`config.mk`:
```
export PLATFORM = sky130hd
export DESIGN_NAME = multi_stepper_home_and_position
export DESIGN_NICKNAME = d
export VERILOG_FILES = /design/src/rtl/core/msh_pkg.sv /design/src/rtl/core/msh_prep.sv /design/src/rtl/core/msh_lane.sv /design/src/rtl/core/multi_stepper_home_and_position.sv
export SDC_FILE = /design/constraint.sdc
export NUM_CORES = 1
export LEC_CHECK = 0
export BUFFER_PORTS_ARGS = -buffer_cell sky130_fd_sc_hd__buf_2
export CAP_MARGIN = 15
export CORE_MARGIN = 1
export CORE_UTILIZATION = 59
export CTS_CLUSTER_DIAMETER = 50
export CTS_CLUSTER_SIZE = 25
export DETAILED_ROUTE_END_ITERATION = 6
export GPL_TIMING_DRIVEN = 0
export PLACE_DENSITY = 0.76
export RECOVER_POWER = 25
export SKIP_CTS_REPAIR_TIMING = 1
export SYNTH_ARGS = -nofsm -noshare
export SYNTH_HDL_FRONTEND = slang
export SYNTH_SLANG_ARGS = --single-unit
```
`constraint.sdc`:
```
create_clock -name clock -period 11.83 [get_ports clock]
set_input_delay 0.5915 -clock clock [delete_from_list [all_inputs] [get_ports clock]]
set_output_delay 0.5915 -clock clock [all_outputs]
set_load 0.05 [all_outputs]
```
`src/rtl/core/msh_pkg.sv`:
```
`default_nettype none

package msh_pkg;

   // Motor lanes on the ports and the defaults for the top level parameters
   localparam int MOTOR_LANES        = 3;
   localparam int MOTOR_COUNT_DEF    = 3;
   localparam int POSITION_COUNT_DEF = 40;

   // Field widths
   localparam int CMD_W      = 2;
   localparam int TGT_W      = 6;
   localparam int SAMPLE_W   = 12;
   localparam int POS_W      = 12;
   localparam int SPP_W      = 8;
   localparam int COIL_W     = 4;
   localparam int STATUS_W   = 3;
   localparam int HOME_CNT_W = 13;
   localparam int CSR_IDX_W  = 2;
   localparam int CSR_DATA_W = 12;

   // Smallest revolution used, and the shift steps that reduce a position
   // and a steps-per-position value modulo any revolution of at least REV_MIN
   localparam int REV_MIN     = 4;
   localparam int REV_MIN_LOG = 2;
   localparam int NORM_STEPS  = POS_W - REV_MIN_LOG;
   localparam int W0_STEPS    = SPP_W - REV_MIN_LOG;
   localparam int SHIFT_W     = $clog2(NORM_STEPS);
   localparam int DIV_W       = POS_W + NORM_STEPS - 1;

   localparam logic [POS_W-1:0]      REV_FLOOR   = POS_W'(REV_MIN);
   localparam logic [SAMPLE_W-1:0]   THR_RESET   = 12'd2048;
   localparam logic [POS_W-1:0]      REV_RESET   = 12'd2038;
   localparam logic [SPP_W-1:0]      SPP_RESET   = 8'd50;

   // Command codes
   localparam logic [CMD_W-1:0] CMD_TICK = 2'd0;
   localparam logic [CMD_W-1:0] CMD_HOME = 2'd1;
   localparam logic [CMD_W-1:0] CMD_MOVE = 2'd2;
   localparam logic [CMD_W-1:0] CMD_BAD  = 2'd3;

   // Status codes
   localparam logic [STATUS_W-1:0] STAT_NONE      = 3'd0;
   localparam logic [STATUS_W-1:0] STAT_HOME_DONE = 3'd1;
   localparam logic [STATUS_W-1:0] STAT_HOME_FAIL = 3'd2;
   localparam logic [STATUS_W-1:0] STAT_MOVE_DONE = 3'd3;
   localparam logic [STATUS_W-1:0] STAT_REJECT    = 3'd4;

   // Register indexes
   localparam logic [CSR_IDX_W-1:0] CSR_ZERO_THRESHOLD = 2'd0;
   localparam logic [CSR_IDX_W-1:0] CSR_STEPS_PER_REV  = 2'd1;
   localparam logic [CSR_IDX_W-1:0] CSR_STEPS_PER_POS  = 2'd2;

   typedef enum logic [2:0] {
      MODE_IDLE = 3'b001,
      MODE_HOME = 3'b010,
      MODE_MOVE = 3'b100
   } mode_type;

   typedef enum logic [3:0] {
      PREP_LOAD = 4'b0001,
      PREP_NORM = 4'b0010,
      PREP_FILL = 4'b0100,
      PREP_DONE = 4'b1000
   } prep_state_type;

   typedef struct packed {
      logic [CMD_W-1:0]    cmd;
      logic [TGT_W-1:0]    target_a;
      logic [TGT_W-1:0]    target_b;
      logic [TGT_W-1:0]    target_c;
      logic [SAMPLE_W-1:0] endstop_a;
      logic [SAMPLE_W-1:0] endstop_b;
      logic [SAMPLE_W-1:0] endstop_c;
   } req_type;

   typedef struct packed {
      logic [COIL_W-1:0]      coils_a;
      logic [COIL_W-1:0]      coils_b;
      logic [COIL_W-1:0]      coils_c;
      logic                   busy_res;
      logic [MOTOR_LANES-1:0] homed_mask;
      logic [STATUS_W-1:0]    status;
   } rsp_type;

   // Sequencer to lanes: position reduction step and target table fill
   typedef struct packed {
      logic               norm_en;
      logic [SHIFT_W-1:0] norm_shift;
      logic               fill_we;
      logic [POS_W-1:0]   fill_data;
   } prep_ctl_type;

   // Top level to one lane, per item
   typedef struct packed {
      logic step;
      logic zero;
      logic load;
      logic coils_off;
   } lane_ctl_type;

   // Two adjacent wires on, starting at the current phase
   function automatic logic [COIL_W-1:0] coil_mask(input logic [1:0] phase);
      logic [COIL_W-1:0] mask;
      logic [1:0]        nxt;
      mask       = '0;
      nxt        = phase + 2'd1;
      mask[phase] = 1'b1;
      mask[nxt]   = 1'b1;
      return mask;
   endfunction

   // Revolution shifted left, for one restoring reduction step
   function automatic logic [DIV_W-1:0] div_shift(input logic [POS_W-1:0] rev,
                                                  input logic [SHIFT_W-1:0] shift);
      return DIV_W'(rev) << shift;
   endfunction

endpackage

`default_nettype wire

```
`src/rtl/core/msh_prep.sv`:
```
`default_nettype none

module msh_prep #(
   parameter int POSITION_COUNT = msh_pkg::POSITION_COUNT_DEF
) (
   input  logic                                   clock,
   input  logic                                   reset,
   input  logic                                   restart,
   input  logic [msh_pkg::POS_W-1:0]              rev,
   input  logic [msh_pkg::SPP_W-1:0]              spp,
   output msh_pkg::prep_ctl_type                  prep_ctl,
   output logic [$clog2(POSITION_COUNT)-1:0]      fill_addr,
   output logic                                   busy
);
   import msh_pkg::*;

   localparam int IDX_W = $clog2(POSITION_COUNT);

   prep_state_type     state_ff, state_in;
   logic [SHIFT_W-1:0] shift_ff, shift_in;
   logic [SPP_W-1:0]   rem_ff, rem_in;
   logic [POS_W-1:0]   acc_ff, acc_in;
   logic [IDX_W-1:0]   idx_ff, idx_in;
   logic [DIV_W-1:0]   divisor;
   logic [POS_W:0]     acc_sum;
   logic [POS_W:0]     acc_diff;

   assign divisor  = div_shift(rev, shift_ff);
   assign acc_sum  = {1'b0, acc_ff} + (POS_W+1)'(rem_ff);
   assign acc_diff = acc_sum - {1'b0, rev};

   always_comb begin
      state_in           = state_ff;
      shift_in           = shift_ff;
      rem_in             = rem_ff;
      acc_in             = acc_ff;
      idx_in             = idx_ff;
      prep_ctl           = '0;
      prep_ctl.norm_shift = shift_ff;
      prep_ctl.fill_data  = acc_ff;
      unique case (state_ff)
         PREP_LOAD: begin
            rem_in   = spp;
            shift_in = SHIFT_W'(NORM_STEPS - 1);
            state_in = PREP_NORM;
         end
         PREP_NORM: begin
            // lanes reduce positions; here spp is reduced to spp mod rev
            prep_ctl.norm_en = 1'b1;
            if (shift_ff < SHIFT_W'(W0_STEPS) && DIV_W'(rem_ff) >= divisor) begin
               rem_in = rem_ff - divisor[SPP_W-1:0];
            end
            if (shift_ff == '0) begin
               acc_in   = '0;
               idx_in   = '0;
               state_in = PREP_FILL;
            end else begin
               shift_in = shift_ff - SHIFT_W'(1);
            end
         end
         PREP_FILL: begin
            // entry t holds t * spp mod rev
            prep_ctl.fill_we = 1'b1;
            acc_in = acc_sum >= {1'b0, rev} ? acc_diff[POS_W-1:0] : acc_sum[POS_W-1:0];
            if (idx_ff == IDX_W'(POSITION_COUNT - 1)) begin
               state_in = PREP_DONE;
            end else begin
               idx_in = idx_ff + IDX_W'(1);
            end
         end
         PREP_DONE: begin
         end
         default: state_in = PREP_LOAD;
      endcase
      if (restart) begin
         state_in = PREP_LOAD;
      end
   end

   always_ff @(posedge clock) begin
      if (reset) begin
         state_ff <= PREP_LOAD;
         shift_ff <= '0;
         idx_ff   <= '0;
      end else begin
         state_ff <= state_in;
         shift_ff <= shift_in;
         idx_ff   <= idx_in;
      end
   end

   always_ff @(posedge clock) begin
      rem_ff <= rem_in;
      acc_ff <= acc_in;
   end

   assign fill_addr = idx_ff;
   assign busy      = state_ff != PREP_DONE;

endmodule

`default_nettype wire

```
`src/rtl/core/msh_lane.sv`:
```
`default_nettype none

module msh_lane #(
   parameter int POSITION_COUNT = msh_pkg::POSITION_COUNT_DEF
) (
   input  logic                                clock,
   input  logic                                reset,
   input  logic [msh_pkg::POS_W-1:0]           rev,
   input  msh_pkg::prep_ctl_type               prep_ctl,
   input  logic [$clog2(POSITION_COUNT)-1:0]   fill_addr,
   input  logic [$clog2(POSITION_COUNT)-1:0]   rd_addr,
   input  msh_pkg::lane_ctl_type               lane_ctl,
   output logic [msh_pkg::COIL_W-1:0]          coil_next,
   output logic                                at_target
);
   import msh_pkg::*;

   logic [POS_W-1:0]  pos_ff, pos_in;
   logic [1:0]        phase_ff, phase_in;
   logic [COIL_W-1:0] coil_ff, coil_in;
   logic [POS_W-1:0]  tgt_ff;
   logic [POS_W-1:0]  tgt_mem [POSITION_COUNT];
   logic [DIV_W-1:0]  divisor;

   assign divisor = div_shift(rev, prep_ctl.norm_shift);

   always_comb begin
      pos_in   = pos_ff;
      phase_in = phase_ff;
      coil_in  = coil_ff;
      if (prep_ctl.norm_en && DIV_W'(pos_ff) >= divisor) begin
         pos_in = pos_ff - divisor[POS_W-1:0];
      end
      if (lane_ctl.zero) begin
         pos_in = '0;
      end else if (lane_ctl.step) begin
         coil_in  = coil_mask(phase_ff);
         phase_in = phase_ff + 2'd1;
         pos_in   = (pos_ff == rev - POS_W'(1)) ? '0 : pos_ff + POS_W'(1);
      end
      if (lane_ctl.coils_off) begin
         coil_in = '0;
      end
   end

   always_ff @(posedge clock) begin
      if (reset) begin
         pos_ff   <= '0;
         phase_ff <= '0;
         coil_ff  <= '0;
      end else begin
         pos_ff   <= pos_in;
         phase_ff <= phase_in;
         coil_ff  <= coil_in;
      end
   end

   // target position table, one entry per display position
   always_ff @(posedge clock) begin
      if (prep_ctl.fill_we) begin
         tgt_mem[fill_addr] <= prep_ctl.fill_data;
      end
      if (lane_ctl.load) begin
         tgt_ff <= tgt_mem[rd_addr];
      end
   end

   assign coil_next = coil_in;
   assign at_target = pos_ff == tgt_ff;

endmodule

`default_nettype wire

```
`src/rtl/core/multi_stepper_home_and_position.sv`:
```
`default_nettype none

// Channel   Direction  Handshake               Carries
// req_*     in         req_valid / req_stall   one tick, home or move command item
// rsp_*     out        rsp_valid / rsp_stall   coils, busy, homed mask, status
// csr_*     in         csr_valid / csr_ready   register index and write data
//
// Every item's result is registered at the edge that accepts it, so one item
// per cycle is taken while rsp_stall stays low and no setup pass runs.
// A two-entry output buffer (result register plus skid) keeps accepting while
// a result waits; req_stall rises only in a setup pass or when both are full.
// After reset and after every register write, a setup pass holds req_stall
// high and csr_ready low: it loads, then reduces positions modulo the
// revolution, then refills the per-motor target table.
// Reset is synchronous, active high.

module multi_stepper_home_and_position #(
   parameter int MOTOR_COUNT    = msh_pkg::MOTOR_COUNT_DEF,
   parameter int POSITION_COUNT = msh_pkg::POSITION_COUNT_DEF
) (
   input  logic                                clock,
   input  logic                                reset,
   input  logic                                req_valid,
   output logic                                req_stall,
   input  msh_pkg::req_type                    req_data,
   output logic                                rsp_valid,
   input  logic                                rsp_stall,
   output msh_pkg::rsp_type                    rsp_data,
   input  logic                                csr_valid,
   output logic                                csr_ready,
   input  logic [msh_pkg::CSR_IDX_W-1:0]       csr_index,
   input  logic [msh_pkg::CSR_DATA_W-1:0]      csr_wdata
);
   import msh_pkg::*;

   localparam int NMOT  = (MOTOR_COUNT < MOTOR_LANES) ? MOTOR_COUNT : MOTOR_LANES;
   localparam int IDX_W = $clog2(POSITION_COUNT);
   localparam logic [TGT_W:0] POS_LIMIT = (TGT_W+1)'(POSITION_COUNT);

   // configuration registers
   logic [SAMPLE_W-1:0] thr_ff, thr_in;
   logic [POS_W-1:0]    spr_ff, spr_in;
   logic [SPP_W-1:0]    spp_ff, spp_in;
   logic [POS_W-1:0]    rev;
   logic [HOME_CNT_W-1:0] twice_rev;

   // operation state
   mode_type               mode_ff, mode_in;
   logic [MOTOR_LANES-1:0] homed_ff, homed_in;
   logic [HOME_CNT_W-1:0]  cnt_ff, cnt_in;
   logic [HOME_CNT_W-1:0]  cnt_next;

   // output buffer
   logic    out_valid_ff, out_valid_in;
   rsp_type out_data_ff, out_data_in;
   logic    skid_valid_ff, skid_valid_in;
   rsp_type skid_data_ff, skid_data_in;
   rsp_type rsp_next;

   // setup pass and lanes
   prep_ctl_type      prep_ctl;
   logic [IDX_W-1:0]  fill_addr;
   logic              prep_busy;
   lane_ctl_type      lane_ctl  [MOTOR_LANES];
   logic [COIL_W-1:0] coil_next [MOTOR_LANES];
   logic              at_target [MOTOR_LANES];
   logic [TGT_W-1:0]  targets   [MOTOR_LANES];
   logic [SAMPLE_W-1:0] endstops [MOTOR_LANES];

   logic                req_accept;
   logic                csr_write;
   logic [STATUS_W-1:0] status;
   logic                all_home;
   logic                any_step;
   logic                tgt_bad;

   assign req_accept = req_valid & ~req_stall;
   assign csr_write  = csr_valid & csr_ready;
   assign csr_ready  = ~prep_busy;
   assign req_stall  = prep_busy | skid_valid_ff;

   assign targets[0]  = req_data.target_a;
   assign targets[1]  = req_data.target_b;
   assign targets[2]  = req_data.target_c;
   assign endstops[0] = req_data.endstop_a;
   assign endstops[1] = req_data.endstop_b;
   assign endstops[2] = req_data.endstop_c;

   // revolution never below four steps
   assign rev       = (spr_ff < REV_FLOOR) ? REV_FLOOR : spr_ff;
   assign twice_rev = {rev, 1'b0};

   //-------------------------------------------------------------------------
   // Register writes; each one restarts the setup pass
   //-------------------------------------------------------------------------
   always_comb begin
      thr_in = thr_ff;
      spr_in = spr_ff;
      spp_in = spp_ff;
      if (csr_write) begin
         unique case (csr_index)
            CSR_ZERO_THRESHOLD: thr_in = csr_wdata;
            CSR_STEPS_PER_REV:  spr_in = csr_wdata;
            CSR_STEPS_PER_POS:  spp_in = csr_wdata[SPP_W-1:0];
            default: begin
            end
         endcase
      end
   end

   always_ff @(posedge clock) begin
      if (reset) begin
         thr_ff <= THR_RESET;
         spr_ff <= REV_RESET;
         spp_ff <= SPP_RESET;
      end else begin
         thr_ff <= thr_in;
         spr_ff <= spr_in;
         spp_ff <= spp_in;
      end
   end

   msh_prep #(
      .POSITION_COUNT(POSITION_COUNT)
   ) u_prep (
      .clock     (clock),
      .reset     (reset),
      .restart   (csr_write),
      .rev       (rev),
      .spp       (spp_ff),
      .prep_ctl  (prep_ctl),
      .fill_addr (fill_addr),
      .busy      (prep_busy)
   );

   //-------------------------------------------------------------------------
   // Motor lanes; missing motors read as coils off and already in place
   //-------------------------------------------------------------------------
   for (genvar m = 0; m < MOTOR_LANES; m++) begin : g_lane
      if (m < NMOT) begin : g_on
         msh_lane #(
            .POSITION_COUNT(POSITION_COUNT)
         ) u_lane (
            .clock     (clock),
            .reset     (reset),
            .rev       (rev),
            .prep_ctl  (prep_ctl),
            .fill_addr (fill_addr),
            .rd_addr   (targets[m][IDX_W-1:0]),
            .lane_ctl  (lane_ctl[m]),
            .coil_next (coil_next[m]),
            .at_target (at_target[m])
         );
      end else begin : g_off
         assign coil_next[m] = '0;
         assign at_target[m] = 1'b1;
      end
   end

   //-------------------------------------------------------------------------
   // Command decode and per-tick sequencing
   //-------------------------------------------------------------------------
   always_comb begin
      mode_in  = mode_ff;
      homed_in = homed_ff;
      cnt_in   = cnt_ff;
      cnt_next = cnt_ff + HOME_CNT_W'(1);
      status   = STAT_NONE;
      all_home = 1'b1;
      any_step = 1'b0;
      tgt_bad  = 1'b0;
      for (int m = 0; m < MOTOR_LANES; m++) begin
         lane_ctl[m] = '0;
         if ({1'b0, targets[m]} >= POS_LIMIT) begin
            tgt_bad = 1'b1;
         end
      end
      if (req_accept) begin
         if (req_data.cmd != CMD_TICK) begin
            // commands only arm; stepping happens on later ticks
            if (mode_ff != MODE_IDLE || req_data.cmd == CMD_BAD) begin
               status = STAT_REJECT;
            end else if (req_data.cmd == CMD_HOME) begin
               mode_in = MODE_HOME;
               cnt_in  = '0;
            end else if (tgt_bad) begin
               status = STAT_REJECT;
            end else begin
               // latch each motor's target step from its table
               for (int m = 0; m < MOTOR_LANES; m++) begin
                  lane_ctl[m].load = 1'b1;
               end
               mode_in = MODE_MOVE;
            end
         end else begin
            unique case (mode_ff)
               MODE_IDLE: begin
               end
               MODE_HOME: begin
                  for (int m = 0; m < MOTOR_LANES; m++) begin
                     if (m < NMOT) begin
                        if (endstops[m] > thr_ff) begin
                           lane_ctl[m].zero = 1'b1;
                           homed_in[m]      = 1'b1;
                        end else begin
                           lane_ctl[m].step = 1'b1;
                           all_home         = 1'b0;
                        end
                     end
                  end
                  if (all_home) begin
                     status  = STAT_HOME_DONE;
                     mode_in = MODE_IDLE;
                  end else begin
                     cnt_in = cnt_next;
                     if (cnt_next >= twice_rev) begin
                        status  = STAT_HOME_FAIL;
                        mode_in = MODE_IDLE;
                     end
                  end
               end
               MODE_MOVE: begin
                  // unhomed motors stay put
                  for (int m = 0; m < MOTOR_LANES; m++) begin
                     if (m < NMOT && homed_ff[m] && !at_target[m]) begin
                        lane_ctl[m].step = 1'b1;
                        any_step         = 1'b1;
                     end
                  end
                  if (!any_step) begin
                     for (int m = 0; m < MOTOR_LANES; m++) begin
                        lane_ctl[m].coils_off = 1'b1;
                     end
                     status  = STAT_MOVE_DONE;
                     mode_in = MODE_IDLE;
                  end
               end
               default: mode_in = MODE_IDLE;
            endcase
         end
      end
   end

   always_ff @(posedge clock) begin
      if (reset) begin
         mode_ff  <= MODE_IDLE;
         homed_ff <= '0;
         cnt_ff   <= '0;
      end else begin
         mode_ff  <= mode_in;
         homed_ff <= homed_in;
         cnt_ff   <= cnt_in;
      end
   end

   //-------------------------------------------------------------------------
   // Result item and output buffer
   //-------------------------------------------------------------------------
   always_comb begin
      rsp_next.coils_a    = coil_next[0];
      rsp_next.coils_b    = coil_next[1];
      rsp_next.coils_c    = coil_next[2];
      rsp_next.busy_res   = mode_in != MODE_IDLE;
      rsp_next.homed_mask = homed_in;
      rsp_next.status     = status;
   end

   always_comb begin
      out_valid_in  = out_valid_ff;
      out_data_in   = out_data_ff;
      skid_valid_in = skid_valid_ff;
      skid_data_in  = skid_data_ff;
      if (!out_valid_ff || !rsp_stall) begin
         // result register is free this edge
         if (skid_valid_ff) begin
            out_valid_in  = 1'b1;
            out_data_in   = skid_data_ff;
            skid_valid_in = 1'b0;
         end else begin
            out_valid_in = req_accept;
            out_data_in  = rsp_next;
         end
      end else if (req_accept) begin
         skid_valid_in = 1'b1;
         skid_data_in  = rsp_next;
      end
   end

   always_ff @(posedge clock) begin
      if (reset) begin
         out_valid_ff  <= 1'b0;
         skid_valid_ff <= 1'b0;
      end else begin
         out_valid_ff  <= out_valid_in;
         skid_valid_ff <= skid_valid_in;
      end
   end

   always_ff @(posedge clock) begin
      out_data_ff  <= out_data_in;
      skid_data_ff <= skid_data_in;
   end

   assign rsp_valid = out_valid_ff;
   assign rsp_data  = out_data_ff;

endmodule

`default_nettype wire
```
==> flow_summary.ini <==
[die]
fp.dieW_um = 268
initial_core_util_pct = 59.7
die-area_um2 = 72100
num_rows = 97
ios = 97
die_y_um = 268
coreArea_um2 = 70100

[power_and_ir_drop]
p_comb_share_pct = 17.0
sw_frac_of_total_pct = 30.5
internal-power_mw = 4.53
seqPwrFrac_pct = 41.4
leakage_nw = 16.1
power_density_nw_per_um2 = 138
peakVddDrop_mv = 0.198
p_switching_mw = 1.99
p_clk_share_pct = 41.6

[timing]
final-max-slew-violation-count = 116
hold_viol = 0
period_share_pct = 52.6
setup-tns-final_ns = 0
max_freq_ghz = 0.161
slew-limit-headroom_pct = -7.10
final.setup_skew_ns = 0.0234
rsz0062_at_grt = no
setup_viol = 0
tightestPinTransition_ns = 1.61
period_needed_ns = 6.22

[placement]
place_congestion = 0.997
port_buffers = 79
placedCellCount = 4153
dp_hpwl_um = 109000

[synthesis]
synth-simple-area-share_pct = 8.88
synth_seq_cells = 695
syn_area_um2 = 41900
yosysMostFrequentCell = edfxtp_1
synth.mux.area_fraction_pct = 25.3
synth.distinct_cells = 89
synthTopCellsByArea = edfxtp_1, mux4_2, dfxtp_1
yosysWarnings = 0
synthTopCellsByCount = edfxtp_1, mux4_2, nor2_1
syn-num-nets = 3287
synth_top_area_share_pct = 41.2
synthXorXnorAreaFrac_pct = 2.88
postSynthCellCount = 3075
async_reset_ff_share_pct = 0
synth-compound-area-share_pct = 8.99
synth_area_per_cell_um2 = 13.6
synth_top_family_by_area = multiplexers
synth_top_area_cell = edfxtp_1
yosys.area_share.adder_pct = 4.20
synth_flop_cell = edfxtp_1
synth-seq-area-share_pct = 46.9
synth_edf_count = 574

[grt]
grt_pass1_wl_um = 211000
grt_remaining_overflow = 0
antenna_found_initial = 9
track_usage_pct = 41.8
grt_pass1_vias = 31000
grt_max_degree = 37

[job]
cap_violations = 4

[clocking]
numCtsBuffers = 82
cts_tree = built
cts-root-buf = clkbuf_16
clockBufferDepth = 3
cts_sinks = 695
clock_latency_ns = 0.67
htree_levels = 3
clk_pin_slew_ns = 0.08

[final_layout]
final_net_count = 3521
layout.cells.non_filler = 4319
drive_gt1_share_pct = 23.8
syn2layout_area_growth_pct = 13.1

[min_path]
hold_path.class = input port to flop

[critical_path]
crit_required_ns = 12.37
crit_buf_inv = 4
endpoint_kind = flop
arrival_ns = 6.76
cp_slowest_stage_delay_ns = 0.80
cp_slowest_cell = o41ai_1
crit_fanout = 10
crit_family = simple AND/OR/NAND/NOR gates
critPathKind = flop to flop
cp_cell_sequence = clkbuf_1 -> or4_1 -> clkbuf_1 -> nor2_1 -> nand2_1 -> nand2_1 -> ha_1 -> buf_2 -> or4b_1 -> buf_2 -> o21ai_0 -> and3b_1 -> o21ai_0 -> or3_1 -> o41ai_1 -> nor3b_1 -> a221o_1
crit_path_start_kind = flop

[status]
violations = max-capacitance violations, max-slew violations
status = finished, violations left

[route]
drtIter0Drc = 4184
drt-pass1-iter-count = 6
dr_total_vias = 31500
drt-vias-per-instance = 7.28
wire_per_inst_um = 34.5
wl_um = 149000
drcViolationCount = 0
ant_nets = 0
[through the flow]
step                      power (mW)  hold WS (ns)  area (um^2)  setup slack, ns  utilization, %
after floorplan                 3.45         0.435        41900             6.91               -
after global placement          3.77         0.444        43500             5.36            61.9
after detailed placement        3.82         0.451        44500             5.67            63.4
after CTS                       6.48         0.175        47400             5.65            67.5
after global routing            6.66         0.196        47400             5.26            67.5
final                           6.52         0.201        47400             5.61            67.5
[layout by cell type (no fill, tap or decap), drive strengths merged, types with 115 or more instances in the layout]
cell type,synthesis,final
edfxtp,574,574
inv,80,115
buf,52,193
a21oi,148,148
nand2,162,162
nor2,176,176
ha,131,131
mux4,436,436
clkbuf,167,261
dfxtp,121,121
[power groups by stage]
stage               registers (mW)  clock network [mW]  logic (mW)
floorplan                     2.75                   0       0.702
global placement              2.77                   0        1.00
detailed placement            2.75                   0        1.07
CTS                           2.70                2.71        1.07
global route                  2.70                2.79        1.16
finish                        2.70                2.71        1.11
[cell families after synthesis]
group | after synthesis
muxes | 514
adders and majority gates | 137
buffers and inverters | 303
xor gates and xnor gates | 136
AOI/OAI and AO/OA | 559
DFF | 695
and+or+nand+nor | 731
[registers in the layout, indices dropped and copies added, names as in the netlist, 8 cells and up]
name                        cells
rsp_data                       19
spp_ff                          8
skid_data_ff                   19
g_lane.g_on.u_lane.pos_ff      36
g_lane.g_on.u_lane.tgt_ff      36
spr_ff                         12
g_lane.g_on.u_lane.coil_ff     12
u_prep.rem_ff                   8
thr_ff                         12
cnt_ff                         13
u_prep.acc_ff                  12
g_lane.g_on.u_lane.tgt_mem    480
[layout make-up]
class / instances / area, um^2
Buffer: 219 / 851
Sequential cell: 695 / 19700
Fill cell: 4870 / 22800
Clock inverter: 67 / 871
Inverter: 84 / 315
Tap cell: 940 / 1180
Timing Repair Buffer: 150 / 1260
Multi-Input combinational cell: 2077 / 21200
Clock buffer: 85 / 2060
Antenna cell: 2 / 5.00
[per-layer routing]
| layer | wire length [um] | track usage (%) | vias to the layer above |
|---|---|---|---|
| met5 | 80 | 0 | - |
| met4 | 13900 | 32.8 | 14 |
| met3 | 16400 | 10.7 | 642 |
| met2 | 69000 | 66.2 | 2335 |
| met1 | 49400 | 48.9 | 15500 |
| li1 | - | - | 13000 |
[path summary, 6_finish.rpt]
kind	start	end	slack (ns)	depth (start not counted)
worst max-delay path	spr_ff[11]	g_lane[1].g_on.u_lane.pos_ff[6]	5.61	17
worst min-delay path	csr_wdata[11]	thr_ff[11]	0.20	2
worst max register to register	spr_ff[11]	g_lane[1].g_on.u_lane.pos_ff[6]	5.61	17
worst min register to register	thr_ff[3]	thr_ff[3]	0.46	2
Power figures use the tool's default switching activity.
